**config.mk**
```make
export PLATFORM = sky130hd
export DESIGN_NAME = gyro_step_counter_flat
export DESIGN_NICKNAME = d
export VERILOG_FILES = /design/src/hw/rtl/gsc_pkg.sv /design/src/hw/rtl/gsc_rate_if.sv /design/src/hw/rtl/gsc_result_if.sv /design/src/hw/rtl/gsc_avg.sv /design/src/hw/rtl/gsc_track.sv /design/src/hw/rtl/gyro_step_counter.sv /design/src/flat_wrapper.sv
export VERILOG_INCLUDE_DIRS = /design/src /design/src/hw/rtl
export SDC_FILE = /design/constraint.sdc
export NUM_CORES = 2
export LEC_CHECK = 0
export BUFFER_PORTS_ARGS = -buffer_cell sky130_fd_sc_hd__buf_2
export CORE_AREA = 3 3 386 465
export DETAILED_ROUTE_END_ITERATION = 8
export DIE_AREA = 0 0 389 468
export GPL_TIMING_DRIVEN = 1
export SLEW_MARGIN = 30
export SYNTH_ARGS = -nofsm -noshare
export SYNTH_HDL_FRONTEND = slang
export SYNTH_SLANG_ARGS = --single-unit
```
**constraint.sdc**
```tcl
create_clock -name clk -period 17.6 [get_ports clk]
set_input_delay 2.64 -clock clk [delete_from_list [all_inputs] [get_ports clk]]
set_output_delay 2.64 -clock clk [all_outputs]
set_load 0.05 [all_outputs]
```
**src/hw/rtl/gyro_step_counter_macros.svh**
```systemverilog
// Assertion macros for the gyro step counter.
`ifndef GYRO_STEP_COUNTER_MACROS_SVH
`define GYRO_STEP_COUNTER_MACROS_SVH

// Same-cycle implication, checked on every rising edge outside reset.
`define GSC_ASSERT_NOW(lbl, ante, cons, msg) \
    lbl: assert property (@(posedge clk) disable iff (!rst_n) (ante) |-> (cons)) \
        else $error(msg);

// Next-cycle implication, checked on every rising edge outside reset.
`define GSC_ASSERT_NEXT(lbl, ante, cons, msg) \
    lbl: assert property (@(posedge clk) disable iff (!rst_n) (ante) |=> (cons)) \
        else $error(msg);

`endif

```
**src/hw/rtl/gsc_pkg.sv**
```systemverilog
`default_nettype none

package gsc_pkg;

    localparam int NUM_AXES  = 3;
    localparam int N_AVG     = 10;   // readings per average
    localparam int RATE_W    = 16;
    localparam int SUM_W     = 21;
    localparam int CNT_W     = 6;
    localparam int VAR_W     = 16;
    localparam int PERIOD_W  = 8;
    localparam int VOTE_W    = 8;
    localparam int STEP_W    = 32;
    localparam int AXIS_W    = 2;
    localparam int CFG_IDX_W = 2;

    // Reciprocal for the divide by N_AVG; exact for every sum magnitude up to 2**20.
    localparam int DIV_SHIFT = 28;
    localparam int RECIP_W   = 29;
    localparam int PROD_W    = SUM_W + RECIP_W;
    localparam logic [RECIP_W-1:0] DIV_RECIP =
        RECIP_W'((2 ** DIV_SHIFT + N_AVG - 1) / N_AVG);

    localparam logic [VAR_W-1:0]    MIN_VAR_RESET  = VAR_W'(500);
    localparam logic [VAR_W-1:0]    MAX_VAR_RESET  = VAR_W'(5000);
    localparam logic [PERIOD_W-1:0] PERIOD_RESET   = PERIOD_W'(30);
    localparam logic [VOTE_W-1:0]   VOTE_MAX       = '1;

    typedef logic signed [RATE_W-1:0] rate_t;

    typedef enum logic [AXIS_W-1:0] {
        AXIS_NONE,
        AXIS_X,
        AXIS_Y,
        AXIS_Z
    } axis_t;

    localparam axis_t AXIS_CODE [NUM_AXES] = '{AXIS_X, AXIS_Y, AXIS_Z};

    typedef enum logic [CFG_IDX_W-1:0] {
        CFG_MIN_VARIATION,
        CFG_MAX_VARIATION,
        CFG_AXIS_PERIOD
    } cfg_index_t;

    typedef struct packed {
        logic [VAR_W-1:0]    min_variation;
        logic [VAR_W-1:0]    max_variation;
        logic [PERIOD_W-1:0] axis_period;
    } cfg_t;

endpackage

`default_nettype wire

```
**src/hw/rtl/gsc_rate_if.sv**
```systemverilog
`default_nettype none

interface gsc_rate_if
    import gsc_pkg::*;
();
    logic  valid;
    logic  ready;
    rate_t rate_x;
    rate_t rate_y;
    rate_t rate_z;

    modport source (output valid, output rate_x, output rate_y, output rate_z, input ready);
    modport sink   (input valid, input rate_x, input rate_y, input rate_z, output ready);
endinterface

`default_nettype wire

```
**src/hw/rtl/gsc_result_if.sv**
```systemverilog
`default_nettype none

interface gsc_result_if
    import gsc_pkg::*;
();
    logic              valid;
    logic              ready;
    rate_t             accepted_x;
    rate_t             accepted_y;
    rate_t             accepted_z;
    logic [AXIS_W-1:0] active_axis;
    logic              step_seen;
    logic [STEP_W-1:0] step_total;

    modport source (
        output valid, output accepted_x, output accepted_y, output accepted_z,
        output active_axis, output step_seen, output step_total, input ready
    );
    modport sink (
        input valid, input accepted_x, input accepted_y, input accepted_z,
        input active_axis, input step_seen, input step_total, output ready
    );
endinterface

`default_nettype wire

```
**src/hw/rtl/gsc_avg.sv**
```systemverilog
`default_nettype none

module gsc_avg
    import gsc_pkg::*;
(
    input  wire logic clk,
    input  wire logic rst_n,
    input  wire logic in_valid,
    output logic      in_ready,
    input  wire rate_t rate_x,
    input  wire rate_t rate_y,
    input  wire rate_t rate_z,
    input  wire logic out_free,
    output logic      avg_vld,
    output rate_t     avg [NUM_AXES]
);

    logic                    a_vld_reg;
    rate_t                   a_rate_reg [NUM_AXES];
    logic signed [SUM_W-1:0] sum_reg    [NUM_AXES];
    logic [CNT_W-1:0]        cnt_reg;
    logic                    avg_vld_reg;
    rate_t                   avg_reg    [NUM_AXES];

    logic                    b_free;
    logic                    a_go;
    logic                    in_go;
    logic                    last;
    logic signed [SUM_W-1:0] sum_next   [NUM_AXES];
    logic [SUM_W-1:0]        mag        [NUM_AXES];
    logic [PROD_W-1:0]       prod       [NUM_AXES];
    logic [RATE_W:0]         quo        [NUM_AXES];
    rate_t                   avg_next   [NUM_AXES];

    // The averaging stage frees up whenever the tracking stage can hand on its beat.
    assign b_free   = !avg_vld_reg || out_free;
    assign a_go     = a_vld_reg && b_free;
    assign in_ready = !a_vld_reg || b_free;
    assign in_go    = in_valid && in_ready;
    assign last     = (cnt_reg == CNT_W'(N_AVG - 1));

    always_comb
    begin
        for (int a = 0; a < NUM_AXES; a++)
        begin
            sum_next[a] = sum_reg[a] + SUM_W'(a_rate_reg[a]);
            mag[a]      = sum_next[a][SUM_W-1] ? SUM_W'(-sum_next[a]) : SUM_W'(sum_next[a]);
            prod[a]     = PROD_W'(mag[a]) * PROD_W'(DIV_RECIP);
            quo[a]      = prod[a][DIV_SHIFT +: RATE_W+1];
            // Negating the magnitude quotient gives truncation toward zero.
            avg_next[a] = sum_next[a][SUM_W-1] ? rate_t'(-quo[a]) : rate_t'(quo[a]);
        end
    end

    always_ff @(posedge clk or negedge rst_n)
    begin
        if (!rst_n)
        begin
            a_vld_reg   <= 1'b0;
            avg_vld_reg <= 1'b0;
            cnt_reg     <= '0;
            for (int a = 0; a < NUM_AXES; a++)
            begin
                sum_reg[a] <= '0;
            end
        end
        else
        begin
            if (in_go)
            begin
                a_vld_reg <= 1'b1;
            end
            else if (a_go)
            begin
                a_vld_reg <= 1'b0;
            end

            if (a_go && last)
            begin
                avg_vld_reg <= 1'b1;
            end
            else if (out_free)
            begin
                avg_vld_reg <= 1'b0;
            end

            if (a_go)
            begin
                cnt_reg <= last ? '0 : cnt_reg + CNT_W'(1);
                for (int a = 0; a < NUM_AXES; a++)
                begin
                    sum_reg[a] <= last ? '0 : sum_next[a];
                end
            end
        end
    end

    always_ff @(posedge clk)
    begin
        if (in_go)
        begin
            a_rate_reg[0] <= rate_x;
            a_rate_reg[1] <= rate_y;
            a_rate_reg[2] <= rate_z;
        end
        if (a_go && last)
        begin
            for (int a = 0; a < NUM_AXES; a++)
            begin
                avg_reg[a] <= avg_next[a];
            end
        end
    end

    assign avg_vld = avg_vld_reg;
    always_comb
    begin
        for (int a = 0; a < NUM_AXES; a++)
        begin
            avg[a] = avg_reg[a];
        end
    end

endmodule

`default_nettype wire

```
**src/hw/rtl/gsc_track.sv**
```systemverilog
`default_nettype none

module gsc_track
    import gsc_pkg::*;
(
    input  wire logic  clk,
    input  wire logic  rst_n,
    input  wire cfg_t  cfg,
    input  wire logic  avg_vld,
    input  wire rate_t avg [NUM_AXES],
    output logic       out_free,
    input  wire logic  out_ready,
    output logic       out_valid,
    output rate_t      accepted [NUM_AXES],
    output axis_t      active_axis,
    output logic       step_seen,
    output logic [STEP_W-1:0] step_total
);

    rate_t              last_reg  [NUM_AXES];
    rate_t              high_reg  [NUM_AXES];
    rate_t              low_reg   [NUM_AXES];
    logic [VOTE_W-1:0]  votes_reg [NUM_AXES];
    logic [PERIOD_W-1:0] period_reg;
    axis_t              chosen_reg;
    logic [NUM_AXES-1:0] armed_reg;
    logic [STEP_W-1:0]  steps_reg;

    logic               out_vld_reg;
    rate_t              out_acc_reg [NUM_AXES];
    axis_t              out_axis_reg;
    logic               out_seen_reg;
    logic [STEP_W-1:0]  out_total_reg;

    logic                   take;
    logic signed [RATE_W:0] diff   [NUM_AXES];
    logic [RATE_W:0]        dmag   [NUM_AXES];
    logic                   reject [NUM_AXES];
    rate_t                  cur    [NUM_AXES];
    logic [RATE_W:0]        chg    [NUM_AXES];
    rate_t                  high_next [NUM_AXES];
    rate_t                  low_next  [NUM_AXES];
    logic signed [RATE_W:0] psum   [NUM_AXES];
    logic signed [RATE_W:0] padj   [NUM_AXES];
    logic signed [RATE_W:0] mid    [NUM_AXES];
    logic signed [RATE_W:0] pv     [NUM_AXES];
    logic signed [RATE_W:0] cv     [NUM_AXES];
    logic [NUM_AXES-1:0]    rise;
    logic [NUM_AXES-1:0]    fall;
    logic [NUM_AXES-1:0]    sel;
    logic [PERIOD_W:0]      period_inc;
    logic                   decide;
    axis_t                  chosen_next;
    logic [VOTE_W-1:0]      votes_base [NUM_AXES];
    logic [VOTE_W-1:0]      votes_next [NUM_AXES];
    logic [NUM_AXES-1:0]    win;
    logic [PERIOD_W-1:0]    period_next;
    logic [NUM_AXES-1:0]    armed_next;
    logic                   seen_next;
    logic [STEP_W-1:0]      steps_next;

    assign out_free = !out_vld_reg || out_ready;
    assign take     = avg_vld && out_free;

    // Plausibility filter and running extremes, one lane per axis.
    always_comb
    begin
        for (int a = 0; a < NUM_AXES; a++)
        begin
            diff[a]   = (RATE_W+1)'(avg[a]) - (RATE_W+1)'(last_reg[a]);
            dmag[a]   = diff[a][RATE_W] ? (RATE_W+1)'(-diff[a]) : (RATE_W+1)'(diff[a]);
            reject[a] = (dmag[a] < {1'b0, cfg.min_variation})
                     || (dmag[a] > {1'b0, cfg.max_variation});
            cur[a]    = reject[a] ? last_reg[a] : avg[a];
            chg[a]    = reject[a] ? '0 : dmag[a];
            high_next[a] = (cur[a] > high_reg[a]) ? cur[a] : high_reg[a];
            low_next[a]  = (cur[a] < low_reg[a]) ? cur[a] : low_reg[a];

            // Midpoint rounded toward zero: add one to a negative sum before halving.
            psum[a] = (RATE_W+1)'(high_next[a]) + (RATE_W+1)'(low_next[a]);
            padj[a] = psum[a] + (RATE_W+1)'(psum[a][RATE_W]);
            mid[a]  = padj[a] >>> 1;
            pv[a]   = (RATE_W+1)'(last_reg[a]);
            cv[a]   = (RATE_W+1)'(cur[a]);
            rise[a] = (pv[a] < mid[a]) && (cv[a] > mid[a]);
            fall[a] = (pv[a] > mid[a]) && (cv[a] < mid[a]);
        end
    end

    // Axis decision from the votes of the closing period, then this beat's vote.
    always_comb
    begin
        period_inc = {1'b0, period_reg} + (PERIOD_W+1)'(1);
        decide     = (period_inc >= {1'b0, cfg.axis_period});
        chosen_next = chosen_reg;
        if (decide)
        begin
            if (votes_reg[0] > votes_reg[1] && votes_reg[0] > votes_reg[2])
            begin
                chosen_next = AXIS_X;
            end
            else if (votes_reg[1] > votes_reg[0] && votes_reg[1] > votes_reg[2])
            begin
                chosen_next = AXIS_Y;
            end
            else if (votes_reg[2] > votes_reg[0] && votes_reg[2] > votes_reg[1])
            begin
                chosen_next = AXIS_Z;
            end
            else
            begin
                chosen_next = AXIS_NONE;
            end
        end
        period_next = decide ? '0 : period_inc[PERIOD_W-1:0];

        win[0] = (chg[0] > chg[1]) && (chg[0] > chg[2]);
        win[1] = (chg[1] > chg[0]) && (chg[1] > chg[2]);
        win[2] = (chg[2] > chg[0]) && (chg[2] > chg[1]);
        for (int a = 0; a < NUM_AXES; a++)
        begin
            votes_base[a] = decide ? '0 : votes_reg[a];
            votes_next[a] = (win[a] && votes_base[a] != VOTE_MAX)
                          ? votes_base[a] + VOTE_W'(1) : votes_base[a];
        end
    end

    // Step detection on the chosen axis only.
    always_comb
    begin
        armed_next = armed_reg;
        seen_next  = 1'b0;
        steps_next = steps_reg;
        for (int a = 0; a < NUM_AXES; a++)
        begin
            sel[a] = (chosen_next == AXIS_CODE[a]);
            if (sel[a])
            begin
                if (!armed_reg[a])
                begin
                    if (rise[a])
                    begin
                        armed_next[a] = 1'b1;
                    end
                end
                else if (fall[a])
                begin
                    armed_next[a] = 1'b0;
                    seen_next     = 1'b1;
                    steps_next    = steps_reg + STEP_W'(1);
                end
            end
        end
    end

    always_ff @(posedge clk or negedge rst_n)
    begin
        if (!rst_n)
        begin
            period_reg  <= '0;
            chosen_reg  <= AXIS_NONE;
            armed_reg   <= '0;
            steps_reg   <= '0;
            out_vld_reg <= 1'b0;
            for (int a = 0; a < NUM_AXES; a++)
            begin
                last_reg[a]  <= '0;
                high_reg[a]  <= '0;
                low_reg[a]   <= '0;
                votes_reg[a] <= '0;
            end
        end
        else
        begin
            if (take)
            begin
                out_vld_reg <= 1'b1;
            end
            else if (out_ready)
            begin
                out_vld_reg <= 1'b0;
            end

            if (take)
            begin
                period_reg <= period_next;
                chosen_reg <= chosen_next;
                armed_reg  <= armed_next;
                steps_reg  <= steps_next;
                for (int a = 0; a < NUM_AXES; a++)
                begin
                    last_reg[a]  <= cur[a];
                    high_reg[a]  <= high_next[a];
                    low_reg[a]   <= low_next[a];
                    votes_reg[a] <= votes_next[a];
                end
            end
        end
    end

    always_ff @(posedge clk)
    begin
        if (take)
        begin
            out_axis_reg  <= chosen_next;
            out_seen_reg  <= seen_next;
            out_total_reg <= steps_next;
            for (int a = 0; a < NUM_AXES; a++)
            begin
                out_acc_reg[a] <= cur[a];
            end
        end
    end

    assign out_valid   = out_vld_reg;
    assign active_axis = out_axis_reg;
    assign step_seen   = out_seen_reg;
    assign step_total  = out_total_reg;
    always_comb
    begin
        for (int a = 0; a < NUM_AXES; a++)
        begin
            accepted[a] = out_acc_reg[a];
        end
    end

endmodule

`default_nettype wire

```
**src/hw/rtl/gyro_step_counter.sv**
```systemverilog
// The tenth reading of a window passes the input, average and result registers.
// Throughput: one reading per cycle, limited only by backpressure on the result channel;
// one result per ten readings, set by the averaging counter.
// Reset (rst_n low, asynchronous): sums, filter history, peaks, votes, axis choice and
// step count clear to zero; the configuration registers return to 500, 5000 and 30.
`default_nettype none

`include "gyro_step_counter_macros.svh"

module gyro_step_counter
    import gsc_pkg::*;
(
    input  wire logic                 clk,
    input  wire logic                 rst_n,
    input  wire logic                 cfg_wr_en,
    input  wire logic [CFG_IDX_W-1:0] cfg_index,
    input  wire logic [VAR_W-1:0]     cfg_data,
    gsc_rate_if.sink                  readings,
    gsc_result_if.source              results
);

    cfg_t  cfg_reg;
    logic  avg_vld;
    rate_t avg      [NUM_AXES];
    logic  out_free;
    rate_t accepted [NUM_AXES];
    axis_t active_axis;

    always_ff @(posedge clk or negedge rst_n)
    begin
        if (!rst_n)
        begin
            cfg_reg.min_variation <= MIN_VAR_RESET;
            cfg_reg.max_variation <= MAX_VAR_RESET;
            cfg_reg.axis_period   <= PERIOD_RESET;
        end
        else if (cfg_wr_en)
        begin
            case (cfg_index)
                CFG_MIN_VARIATION: cfg_reg.min_variation <= cfg_data;
                CFG_MAX_VARIATION: cfg_reg.max_variation <= cfg_data;
                CFG_AXIS_PERIOD:   cfg_reg.axis_period   <= cfg_data[PERIOD_W-1:0];
                default:           cfg_reg               <= cfg_reg;
            endcase
        end
    end

    gsc_avg u_avg (
        .clk      (clk),
        .rst_n    (rst_n),
        .in_valid (readings.valid),
        .in_ready (readings.ready),
        .rate_x   (readings.rate_x),
        .rate_y   (readings.rate_y),
        .rate_z   (readings.rate_z),
        .out_free (out_free),
        .avg_vld  (avg_vld),
        .avg      (avg)
    );

    gsc_track u_track (
        .clk         (clk),
        .rst_n       (rst_n),
        .cfg         (cfg_reg),
        .avg_vld     (avg_vld),
        .avg         (avg),
        .out_free    (out_free),
        .out_ready   (results.ready),
        .out_valid   (results.valid),
        .accepted    (accepted),
        .active_axis (active_axis),
        .step_seen   (results.step_seen),
        .step_total  (results.step_total)
    );

    assign results.accepted_x  = accepted[0];
    assign results.accepted_y  = accepted[1];
    assign results.accepted_z  = accepted[2];
    assign results.active_axis = active_axis;

    // Input stalls can only come from a result beat waiting on the sink.
    `GSC_ASSERT_NOW(a_stall_source, !readings.ready, results.valid && !results.ready,
        "reading channel stalled without a waiting result beat")
    // A fresh result beat must have come from a completed average.
    `GSC_ASSERT_NOW(a_result_origin, $rose(results.valid), $past(avg_vld),
        "result beat appeared without a completed average")
    // An empty result register takes a waiting average straight away.
    `GSC_ASSERT_NEXT(a_no_bubble, avg_vld && !results.valid, results.valid,
        "completed average not moved into an empty result register")
    // A counted step always belongs to a known axis.
    `GSC_ASSERT_NOW(a_step_axis, results.valid && results.step_seen,
        results.active_axis != AXIS_NONE, "step reported with no active axis")

endmodule

`default_nettype wire

```
**src/flat_wrapper.sv**
```systemverilog
// flat-port wrapper written by rule: the top's interface ports become plain ports
module gyro_step_counter_flat import gsc_pkg::*;
  (clk, rst_n, cfg_wr_en, cfg_index, cfg_data, readings_valid, readings_rate_x, readings_rate_y, readings_rate_z, readings_ready, results_valid, results_accepted_x, results_accepted_y, results_accepted_z, results_active_axis, results_step_seen, results_step_total, results_ready);
  gsc_rate_if readings_i ();
  gsc_result_if results_i ();
  input  wire logic clk;
  input  wire logic rst_n;
  input  wire logic cfg_wr_en;
  input  wire logic [CFG_IDX_W-1:0] cfg_index;
  input  wire logic [VAR_W-1:0] cfg_data;
  input wire logic [$bits(readings_i.valid)-1:0] readings_valid;
  input wire logic [$bits(readings_i.rate_x)-1:0] readings_rate_x;
  input wire logic [$bits(readings_i.rate_y)-1:0] readings_rate_y;
  input wire logic [$bits(readings_i.rate_z)-1:0] readings_rate_z;
  output wire logic [$bits(readings_i.ready)-1:0] readings_ready;
  output wire logic [$bits(results_i.valid)-1:0] results_valid;
  output wire logic [$bits(results_i.accepted_x)-1:0] results_accepted_x;
  output wire logic [$bits(results_i.accepted_y)-1:0] results_accepted_y;
  output wire logic [$bits(results_i.accepted_z)-1:0] results_accepted_z;
  output wire logic [$bits(results_i.active_axis)-1:0] results_active_axis;
  output wire logic [$bits(results_i.step_seen)-1:0] results_step_seen;
  output wire logic [$bits(results_i.step_total)-1:0] results_step_total;
  input wire logic [$bits(results_i.ready)-1:0] results_ready;
  assign readings_i.valid = readings_valid;
  assign readings_i.rate_x = readings_rate_x;
  assign readings_i.rate_y = readings_rate_y;
  assign readings_i.rate_z = readings_rate_z;
  assign readings_ready = readings_i.ready;
  assign results_valid = results_i.valid;
  assign results_accepted_x = results_i.accepted_x;
  assign results_accepted_y = results_i.accepted_y;
  assign results_accepted_z = results_i.accepted_z;
  assign results_active_axis = results_i.active_axis;
  assign results_step_seen = results_i.step_seen;
  assign results_step_total = results_i.step_total;
  assign results_i.ready = results_ready;
  gyro_step_counter u_core (.clk(clk), .rst_n(rst_n), .cfg_wr_en(cfg_wr_en), .cfg_index(cfg_index), .cfg_data(cfg_data), .readings(readings_i), .results(results_i));
endmodule
```
==> impl_metrics.yaml <==
critical_path:
  critPathLaunchType: "flop"
  required_ps: 18030
  critPathMaxStageDelay_ps: 790
  cp_max_fo: 64
  critPathBufInv: 5
  crit_type: "flop to flop"
  slowest_stage: "ha_1"
  arrival_ps: 16340
  crit_family: "compound AO/OA/AOI/OAI gates"
  cp-end-kind: "flop"
timing:
  worstMarginPinSlew_ps: 945
  setup-tns-final_ps: 0
  finalSetupViolCount: 0
  finClkSkew_ps: 32.0
  fin_ws_ps: 1680
  period_needed_ps: 15920
  finalHoldViolCount: 0
  max_slew_margin_pct: 37.0
  worst_hold_slack_ps: 476
  maxSlewViolCount: 0
  period_share_pct: 90.4
  rsz0062_at_grt: "no"
  fmax_mhz: 62.8
synthesis:
  synthTopCellsByArea: "ha_1, dfrtp_1, fa_1"
  ys_types: 105
  netlist_instances: 6629
  synth_area_leader_cell: "ha_1"
  syn_area_um2: 61300
  ys_ff_latch: 504
  yosysSeqAreaShare_pct: 22.1
  syn_area_per_cell_um2: 9.24
  ys.flop_type: "dfrtp_1"
  synthArstFlopShare_pct: 64.5
  synthTopCellsByCount: "ha_1, inv_1, nand2_1, fa_1, a21oi_1"
  synth_edf_count: 179
  synth_top_cell_area_share_pct: 21.4
  yosysMostFrequentCell: "ha_1"
  synth.yosys.warnings: 0
detailed_routing:
  via_per_inst: 5.27
  drtAntennaViolNets: 0
  first_pass_iters: 6
  wire_per_inst_um: 18.0
  wirelength_mm: 164
  drc: 0
  via_count: 48000
  drtIter0Drc: 2629
grt:
  grt_first_pass_wirelength_mm: 265
  grt_overflow_total: 0
  grtUsageTotal_pct: 18.0
  grt_max_degree: 124
  grt_pass1_vias: 48900
  antenna_found_initial: 11
layout:
  nets: 8255
  fill_cells: 17500
  drive_gt1_share_pct: 7.57
  largest_reg_flops: 63
  syn_to_final_growth_pct: 9.52
  fin_util_pct: 38.4
cts:
  clk_pin_slew_ps: 60
  cts_setup_buffers: 0
  cts_resized: 0
  clk_latency_ps: 690
  max-clock-path-buffers: 3
  hold_buffers: 0
  cts_root_buffer: "clkbuf_16"
  cts_buffers: 67
  cts_tree: "done"
  clkSinkCount: 504
  h-tree-depth: 3
placed_design:
  dp_slack_ps: 1790
  port_buffers: 155
  post-dp-hpwl_mm: 135
  place_congestion: 0.908
die:
  rows: 168
  start_util_pct: 35.0
  die_y_um: 468
  core_um2: 175000
  die_w_um: 389
  num_io_pins: 156
  die_area_um2: 182000
job:
  timing.max_cap.violations: 0
worst_hold_path:
  hold_path_class: "flop to flop"
status:
  status: "finished clean"
==> layout make-up <==
type                    instances  area, um2  share of cell area, %
clock inverters                39        445                  0.664
multi-input cells            5023      43600                   65.0
flip-flops and latches        504      13500                   20.2
clock buffers                  85       1870                   2.78
diodes                          2       5.00                0.00746
well taps                    2295       2870                   4.28
inverters                     965       3630                   5.41
repair buffers                196       1110                   1.66
==> per-layer routing <==
layer / vias to the layer above / track usage (%) / routed length [um]
li1: 23400 / - / -
met1: 23400 / 24.2 / 75600
met2: 965 / 30.3 / 77700
met3: 212 / 2.28 / 6670
met4: 6 / 5.06 / 4410
met5: - / 0 / 41
==> cells by family (layout without fill, tap and decap cells) <==
| group | Yosys count | in the layout | synth area share [%] |
|---|---|---|---|
| buffers and inverters | 1106 | 1285 | 6.88 |
| xor gates and xnor gates | 447 | 447 | 6.41 |
| and+or+nand+nor | 1526 | 1526 | 12.5 |
| other | 2 | 8 | 0.0123 |
| adders and majority gates | 1431 | 1431 | 33.9 |
| DFF | 504 | 504 | 22.1 |
| muxes | 169 | 169 | 3.03 |
| AOI/OAI and AO/OA | 1444 | 1444 | 15.2 |
==> metrics by stage <==
stage | cell area [um2] | std cells
floorplan | 61300 | 6633
global placement | 64700 | 8982
detailed placement | 64700 | 8982
global route | 67100 | 9108
finish | 67100 | 9109
CTS | 67100 | 9106
==> placed cells by master, fill, tap and decap left out, drive strengths merged, types with 29 or more instances in the layout <==
master,n
edfxtp,179
clkbuf,85
a31oi,32
o21bai,42
o21ai,348
nor4,38
and2,55
mux2i,52
and3,65
inv,973
o21a,80
dfrtp,310
a22o,48
fa,381
nand2,401
o31ai,30
mux2,117
nor3,118
nand4,98
nor2,307
xor2,150
o22ai,30
ha,1046
nand2b,77
buf,196
a21o,195
a21boi,29
a211oi,45
nor2b,87
a21oi,374
xnor2,296
nand3,150
==> worst paths after layout <==
kind                                                 to  cells past startpoint  slack (ps)                         start
setup / recovery           u_core.u_track.step_total[1]                     62        1680   u_core.u_avg.avg_reg[0][16]
hold / removal             u_core.u_track.chosen_reg[1]                      1         480  u_core.u_track.chosen_reg[1]
setup reg to reg           u_core.u_track.step_total[1]                     62        1680   u_core.u_avg.avg_reg[0][16]
hold reg to reg            u_core.u_track.chosen_reg[1]                      1         480  u_core.u_track.chosen_reg[1]
max in group asynchronous   u_core.u_track.high_reg[18]                      4       13100                         rst_n
min in group asynchronous       u_core.u_avg.sum_reg[7]                      1        1950                         rst_n
Power is left out: the tool's default activity adds up to more than one toggle a clock period on the data nets, which glitch-free logic cannot reach.
